$ cat src/rtl/deq_pkg.sv
// Package for the double-ended queue: opcodes, status codes, field widths and shared types.
`default_nettype none

package deq_pkg;

    localparam int DEPTH_DEFAULT = 16;
    localparam int WORD_W        = 32;
    localparam int OPCODE_W      = 3;
    localparam int STATUS_W      = 2;

    typedef enum logic [OPCODE_W-1:0] {
        OP_PUSH_BACK  = 3'd0,
        OP_PUSH_FRONT = 3'd1,
        OP_POP_BACK   = 3'd2,
        OP_POP_FRONT  = 3'd3,
        OP_READ       = 3'd4
    } op_t;

    typedef enum logic [STATUS_W-1:0] {
        ST_OK    = 2'd0,
        ST_EMPTY = 2'd1,
        ST_FULL  = 2'd2,
        ST_INDEX = 2'd3
    } status_t;

    typedef enum logic [1:0] {
        S_IDLE = 2'b01,
        S_RESP = 2'b10
    } state_t;

    typedef struct packed {
        logic load;
    } cmd_t;

endpackage

`default_nettype wire

$ cat src/rtl/deq_ram.sv
// Generic single-write, single-read RAM with registered read data.
`default_nettype none

module deq_ram #(
    parameter int WIDTH = deq_pkg::WORD_W,
    parameter int DEPTH = deq_pkg::DEPTH_DEFAULT,
    localparam int AW   = (DEPTH > 1) ? $clog2(DEPTH) : 1
) (
    input  wire logic             clk,
    input  wire logic             wr_en,
    input  wire logic [AW-1:0]    wr_addr,
    input  wire logic [WIDTH-1:0] wr_data,
    input  wire logic             rd_en,
    input  wire logic [AW-1:0]    rd_addr,
    output logic      [WIDTH-1:0] rd_data
);

    logic [WIDTH-1:0] mem [DEPTH];

    always_ff @(posedge clk)
    begin
        if (wr_en)
        begin
            mem[wr_addr] <= wr_data;
        end
        if (rd_en)
        begin
            rd_data <= mem[rd_addr];
        end
    end

endmodule

`default_nettype wire

$ cat src/rtl/deq_ctrl.sv
// Controller state machine: takes a request, then presents its result until taken.
`default_nettype none

module deq_ctrl (
    input  wire logic          clk,
    input  wire logic          rst_n,
    input  wire logic          s_tvalid,
    output logic               s_tready,
    output logic               m_tvalid,
    input  wire logic          m_tready,
    output deq_pkg::cmd_t      cmd
);

    deq_pkg::state_t state_reg;
    deq_pkg::state_t state_next;

    always_comb
    begin
        state_next = state_reg;
        unique case (state_reg)
            deq_pkg::S_IDLE:
            begin
                if (s_tvalid)
                begin
                    state_next = deq_pkg::S_RESP;
                end
            end
            deq_pkg::S_RESP:
            begin
                if (m_tready)
                begin
                    state_next = deq_pkg::S_IDLE;
                end
            end
            default:
            begin
                state_next = deq_pkg::S_IDLE;
            end
        endcase
    end

    always_ff @(posedge clk or negedge rst_n)
    begin
        if (!rst_n)
        begin
            state_reg <= deq_pkg::S_IDLE;
        end
        else
        begin
            state_reg <= state_next;
        end
    end

    assign s_tready = (state_reg == deq_pkg::S_IDLE);
    assign m_tvalid = (state_reg == deq_pkg::S_RESP);
    assign cmd.load = s_tvalid && s_tready;

endmodule

`default_nettype wire

$ cat src/rtl/deq_dpath.sv
// Datapath: front pointer, count, status decode and ring store addressing.
`default_nettype none

module deq_dpath #(
    parameter int DEPTH = deq_pkg::DEPTH_DEFAULT,
    localparam int PW   = $clog2(DEPTH),
    localparam int CW   = $clog2(DEPTH + 1)
) (
    input  wire logic                        clk,
    input  wire logic                        rst_n,
    input  wire deq_pkg::cmd_t               cmd,
    input  wire logic [deq_pkg::OPCODE_W-1:0] opcode,
    input  wire logic [deq_pkg::WORD_W-1:0]   value,
    input  wire logic [PW-1:0]               position,
    output logic      [deq_pkg::WORD_W-1:0]   data,
    output logic      [deq_pkg::STATUS_W-1:0] status,
    output logic      [CW-1:0]               occupancy
);

    localparam logic [PW:0]   DEPTH_W = (PW + 1)'(DEPTH);
    localparam logic [PW-1:0] LAST    = PW'(DEPTH - 1);
    localparam logic [CW-1:0] FULL_C  = CW'(DEPTH);

    logic [PW-1:0]           front_reg, front_next;
    logic [CW-1:0]           count_reg, count_next;
    deq_pkg::status_t        status_reg, status_next;
    logic                    rd_sel_reg, rd_sel_next;

    logic                    wr_en;
    logic [PW-1:0]           wr_addr;
    logic                    rd_en;
    logic [PW-1:0]           rd_addr;
    logic [deq_pkg::WORD_W-1:0] rd_data;

    logic                    full;
    logic                    empty;
    logic [PW-1:0]           front_dec;
    logic [PW-1:0]           front_inc;
    logic [PW-1:0]           count_lo;
    logic [PW-1:0]           count_m1;

    function automatic logic [PW-1:0] slot_of(input logic [PW-1:0] base,
                                              input logic [PW-1:0] k);
        logic [PW:0] sum;
        sum = {1'b0, base} + {1'b0, k};
        if (sum >= DEPTH_W)
        begin
            sum = sum - DEPTH_W;
        end
        return sum[PW-1:0];
    endfunction

    assign full      = (count_reg == FULL_C);
    assign empty     = (count_reg == '0);
    assign front_dec = (front_reg == '0) ? LAST : front_reg - 1'b1;
    assign front_inc = (front_reg == LAST) ? '0 : front_reg + 1'b1;
    assign count_lo  = count_reg[PW-1:0];
    assign count_m1  = PW'(count_reg - 1'b1);

    always_comb
    begin
        front_next  = front_reg;
        count_next  = count_reg;
        status_next = deq_pkg::ST_OK;
        rd_sel_next = 1'b0;
        wr_en       = 1'b0;
        wr_addr     = slot_of(front_reg, count_lo);
        rd_en       = 1'b0;
        rd_addr     = front_reg;
        unique case (opcode)
            deq_pkg::OP_PUSH_BACK:
            begin
                if (full)
                begin
                    status_next = deq_pkg::ST_FULL;
                end
                else
                begin
                    wr_en      = cmd.load;
                    count_next = count_reg + 1'b1;
                end
            end
            deq_pkg::OP_PUSH_FRONT:
            begin
                wr_addr = front_dec;
                if (full)
                begin
                    status_next = deq_pkg::ST_FULL;
                end
                else
                begin
                    wr_en      = cmd.load;
                    front_next = front_dec;
                    count_next = count_reg + 1'b1;
                end
            end
            deq_pkg::OP_POP_BACK:
            begin
                rd_addr = slot_of(front_reg, count_m1);
                if (empty)
                begin
                    status_next = deq_pkg::ST_EMPTY;
                end
                else
                begin
                    rd_en       = cmd.load;
                    rd_sel_next = 1'b1;
                    count_next  = count_reg - 1'b1;
                end
            end
            deq_pkg::OP_POP_FRONT:
            begin
                if (empty)
                begin
                    status_next = deq_pkg::ST_EMPTY;
                end
                else
                begin
                    rd_en       = cmd.load;
                    rd_sel_next = 1'b1;
                    front_next  = front_inc;
                    count_next  = count_reg - 1'b1;
                end
            end
            deq_pkg::OP_READ:
            begin
                rd_addr = slot_of(front_reg, position);
                if (CW'(position) >= count_reg)
                begin
                    status_next = deq_pkg::ST_INDEX;
                end
                else
                begin
                    rd_en       = cmd.load;
                    rd_sel_next = 1'b1;
                end
            end
            default:
            begin
            end
        endcase
    end

    always_ff @(posedge clk or negedge rst_n)
    begin
        if (!rst_n)
        begin
            front_reg  <= '0;
            count_reg  <= '0;
            status_reg <= deq_pkg::ST_OK;
            rd_sel_reg <= 1'b0;
        end
        else if (cmd.load)
        begin
            front_reg  <= front_next;
            count_reg  <= count_next;
            status_reg <= status_next;
            rd_sel_reg <= rd_sel_next;
        end
    end

    deq_ram #(
        .WIDTH (deq_pkg::WORD_W),
        .DEPTH (DEPTH)
    ) u_ram (
        .clk     (clk),
        .wr_en   (wr_en),
        .wr_addr (wr_addr),
        .wr_data (value),
        .rd_en   (rd_en),
        .rd_addr (rd_addr),
        .rd_data (rd_data)
    );

    assign data      = rd_sel_reg ? rd_data : '0;
    assign status    = status_reg;
    assign occupancy = count_reg;

endmodule

`default_nettype wire

$ cat src/rtl/double_ended_queue.sv
// Bounded double-ended queue of signed 32-bit words held in a ring store.
//
// Requests enter on the slave stream: s_tuser carries the opcode (push back,
// push front, pop back, pop front, read at index), s_tdata the value and the
// position. Each request yields one result on the master stream: m_tdata
// carries the popped or read word and the occupancy after the request,
// m_tuser the status (ok, empty, full, bad index).
// The result is valid in the cycle after the request is taken, since the
// ring store read is registered. One request is in flight at a time: the
// controller accepts it and accesses the store port, then presents the
// result. While the result waits for m_tready, s_tready stays low and the
// queue holds; a stalled receiver simply stretches the item time.
// Reset empties the queue (front pointer and count cleared) and drops any
// pending result; the store contents are not cleared.
`default_nettype none

module double_ended_queue #(
    parameter int DEPTH   = deq_pkg::DEPTH_DEFAULT,
    localparam int PW     = $clog2(DEPTH),
    localparam int CW     = $clog2(DEPTH + 1),
    localparam int IN_W   = ((deq_pkg::WORD_W + PW + 7) / 8) * 8,
    localparam int OUT_W  = ((deq_pkg::WORD_W + CW + 7) / 8) * 8
) (
    input  wire logic                         clk,
    input  wire logic                         rst_n,
    input  wire logic                         s_tvalid,
    output logic                              s_tready,
    input  wire logic [IN_W-1:0]              s_tdata,   // value, position
    input  wire logic [deq_pkg::OPCODE_W-1:0] s_tuser,   // opcode
    output logic                              m_tvalid,
    input  wire logic                         m_tready,
    output logic      [OUT_W-1:0]             m_tdata,   // data, occupancy
    output logic      [deq_pkg::STATUS_W-1:0] m_tuser    // status
);

    deq_pkg::cmd_t              cmd;
    logic [deq_pkg::WORD_W-1:0] data;
    logic [CW-1:0]              occupancy;

    deq_ctrl u_ctrl (
        .clk      (clk),
        .rst_n    (rst_n),
        .s_tvalid (s_tvalid),
        .s_tready (s_tready),
        .m_tvalid (m_tvalid),
        .m_tready (m_tready),
        .cmd      (cmd)
    );

    deq_dpath #(
        .DEPTH (DEPTH)
    ) u_dpath (
        .clk       (clk),
        .rst_n     (rst_n),
        .cmd       (cmd),
        .opcode    (s_tuser),
        .value     (s_tdata[deq_pkg::WORD_W-1:0]),
        .position  (s_tdata[deq_pkg::WORD_W +: PW]),
        .data      (data),
        .status    (m_tuser),
        .occupancy (occupancy)
    );

    assign m_tdata = OUT_W'({occupancy, data});

endmodule

`default_nettype wire

$ cat config.mk
export PLATFORM = sky130hd
export DESIGN_NAME = double_ended_queue
export DESIGN_NICKNAME = d
export VERILOG_FILES = /design/src/rtl/deq_pkg.sv /design/src/rtl/deq_ram.sv /design/src/rtl/deq_ctrl.sv /design/src/rtl/deq_dpath.sv /design/src/rtl/double_ended_queue.sv
export SDC_FILE = /design/constraint.sdc
export NUM_CORES = 1
export LEC_CHECK = 0
export ABC_AREA = 1
export BUFFER_PORTS_ARGS = -buffer_cell sky130_fd_sc_hd__clkbuf_2
export CORE_MARGIN = 2
export CORE_UTILIZATION = 30
export DETAILED_ROUTE_END_ITERATION = 6
export PLACE_DENSITY = 0.55
export SLEW_MARGIN = 20
export SYNTH_ARGS = -nofsm -noshare
export SYNTH_HDL_FRONTEND = slang
export SYNTH_SLANG_ARGS = --single-unit
$ cat constraint.sdc
create_clock -name clk -period 3.6 [get_ports clk]
set_input_delay 0.18 -clock clk [delete_from_list [all_inputs] [get_ports clk]]
set_output_delay 0.18 -clock clk [all_outputs]
set_load 0.05 [all_outputs]
==> results.md <==
- Gr ovfl total: 0
- DRT Pass-1 Iters: 5
- DRC viols: 0
- Antenna-violating nets left: 0
- Internal: 13700 uW
- Least-Margin Pin Slew: 1070 ps
- Routability cong.: 0.801
- Synth area leaders: edfxtp_1 64%, nand3_1 10%, nand2_1 9.8%
- Ys flop type: edfxtp_1
- Total GRT Usage: 15.8%
- Global-route wire length before repair: 104000 um
- Nets: 2755
- Worst VDD drop: 0.794 mV
- Hold_buf cts: 33
- DP HPWL: 36700 um
- Via count: 17300
- Hold depth: 1
- CTS tree: done
- RSZ-0062 raised after global routing: no
- Top-area cell type share of the netlist area: 64.3%
- Num CTS Buffers: 58
- Largest family of logic cells by synthesized area: simple AND/OR/NAND/NOR gates
- Mapped Area: 25400 um2
- Type of the worst min-delay path: in -> reg
- Initial antenna violation count: 0
- Synth Area in Compound Gates: 0.783%
- Switching share of power: 40.6%
- Final core occ: 35.6%
- Pleak: 0.0132 uW
- Synth area leader: edfxtp_1
- Vias in the first global route: 16400
- Setup Skew: 56.5 ps
- Vias/cell: 4.48
- Layout cells sized above 1: 9.72%
- Final setup viols: 0
- IO buf count: 83
- Final slew viol count: 0
- Initial core utilization: 30.4%
- R2R setup slack: 380 ps
- Crit path kind: reg -> reg
- Post-Synth XOR/XNOR Area: 0.345%
- Status: finished, final reports clean
- Initial DRC Count: 1359
- Number of synthesized flops with an enable pin: 544
- Multiplexer area fraction after synthesis: 0%
- Post-synthesis sequential area ratio: 65.7%
- H-tree depth: 2
- Post-synthesis async set-or-reset flop share: 2.51%
- Full die area: 87000 um2
- CTS root buffer: clkbuf_16
- Max clock buf depth: 3
- Chip width: 295 um
- Post-Synth Adder-Cell Area: 0.896%
- Count of final hold-check violations: 0
- Required time of the critical path: 4060 ps
- Simple-gate area share of the yosys netlist: 21.0%
- IO Pins: 91
- Synth-to-layout area growth: 17.3%
- Netlist cell types: 28
- Fmax: 310 MHz
- Yosys Warn Count: 0
- Number of buffers added for setup after CTS: 0
- CP startpoint kind: flop
- Rows: 106
- Pin count of the biggest net entering global routing: 97
- Max-cap violations: 0
- Core ar.: 83700 um2
- N_diodes: 0
- P per Cell Area: 773 nW/um2
- Die height: 295 um
- Mapped Cells: 2577
- Worst setup EP type: flop
- Post-route minimum period: 3220 ps
- # clock sinks: 558
- Cells on worst reg2reg path: 17
- Slew HR: 28.4%
- Clk pwr share: 25.8%
- Switching Power: 9360 uW
- Max reg flops: 512
- CP arrival: 3680 ps
- Max Fanout on Critical Path: 32
- Seq pwr share: 34.1%
- FF+latch count, synth: 558
- Worst skew pair latency: 660 ps
- Syn_area_per_cell: 9.86 um2
- Wire per inst: 17.7 um
- Comb pwr share: 40.1%
- Final Cycle Share: 89.6%
- Post-cts sizing count: 0
- Register with the most flip-flops: u_dpath.u_ram.mem
- Final setup TNS: 0 ps
- CTS clock-pin slew for the worst setup and hold paths: 60 ps
- Drt total wl: 68400 um
[placed cells by master, fill, tap and decap left out, types with 4 or more instances in the layout]
master and count:
xor2_1 4, bufinv_16 6, clkbuf_2 83, inv_2 6, dlygate4sd3_1 33, edfxtp_1 544
nor2_4 16, clkinv_1 16, nand2_1 658, o21ai_0 25, clkbuf_1 11, xnor2_1 6
inv_1 581, nand2_2 4, ha_1 15, nor2_1 18, buf_12 25, clkinv_2 12
a21oi_1 7, clkbuf_16 58, dfrtp_1 13, buf_4 39, nand3_1 530, nand2_4 4
[power groups by stage]
stage	Sequential, uW	Combinational [uW]	Clock, uW
floorplan	7980	5910	0
global placement	8000	9180	0
detailed placement	7990	9220	0
CTS	7860	9290	6080
global route	7890	10200	6330
finish	7860	9240	5950
[per-layer routing]
layer | vias up | wire length, um | share of wire, % | track usage, %
li1 | 8459 | - | - | -
met1 | 8309 | 31300 | 46 | 22.1
met2 | 468 | 31600 | 46 | 25.5
met3 | 106 | 3970 | 5.8 | 2.83
met4 | 0 | 1440 | 2.1 | 3.99
met5 | - | 0 | 0 | 0
[cell type report]
class	instances	area, um2
clock buffers	69	1490
fillers	8303	53900
inverters	587	2200
multi-input cells	1306	6090
flip-flops and latches	558	16700
well taps	1134	1420
repair buffers	180	1540
clock inverters	38	378
[worst paths after layout]
| path | start | endpoint |
|---|---|---|
| setup / recovery | u_dpath.occupancy[0] | u_dpath.u_ram.rd_data[8] |
| hold / removal | s_tdata[15] | u_dpath.u_ram.mem[13][15] |
| setup reg to reg | u_dpath.occupancy[0] | u_dpath.u_ram.rd_data[8] |
| hold reg to reg | u_dpath.status[1] | u_dpath.status[1] |
| max in group asynchronous | rst_n | u_dpath.occupancy[0] |
| min in group asynchronous | rst_n | u_ctrl.state_reg[0] |
[Yosys cell counts (2+ instances only)]
cell and instances:
inv_1 581, nand2_2 4, xnor2_1 6, buf_1 4, clkbuf_1 22, fa_1 2
dfrtp_1 13, a21oi_1 7, o21ai_1 2, or2_2 2, ha_1 15, nor2_1 34
nand3_1 531, buf_4 17, xor2_1 4, inv_2 6, buf_2 85, o21ai_0 26
edfxtp_1 544, nand2_1 662, nand4_1 3
[critical path, stage by stage, from the launching register on]
cell and delay, ps:
dfrtp_1 370, inv_1 170, ha_1 270, inv_1 80
nand2_1 50, o21ai_0 140, ha_1 290, nand2_1 70
nand2_1 50, a21oi_1 160, inv_1 60, nand2_1 80
nand3_1 70, nand2_1 70, nand2_2 60, inv_2 710
nand2_1 130, nand2_1 230
[through the flow]
step | total power (uW) | cells | hold WS, ps | worst slack [ps] | instance area, um2
6_report | 23100 | 3872 | 21.4 | 375 | 29800
5_1_grt | 24400 | 3872 | 22.4 | 92.7 | 29800
4_1_cts | 23200 | 3872 | 1.57 | 365 | 29800
3_5_place_dp | 17200 | 3732 | 110 | 341 | 27600
3_3_place_gp | 17200 | 3732 | 104 | 360 | 27600
2_1_floorplan | 13900 | 2579 | -116 | -215 | 25400
[cell families after synthesis]
group	count (synthesis)
and+or+nand+nor	1238
buffers and inverters	715
DFF	558
AOI/OAI and AO/OA	38
adders and majority gates	17
xor gates and xnor gates	10
other	1
No activity file was read; power rests on OpenSTA's default activity.
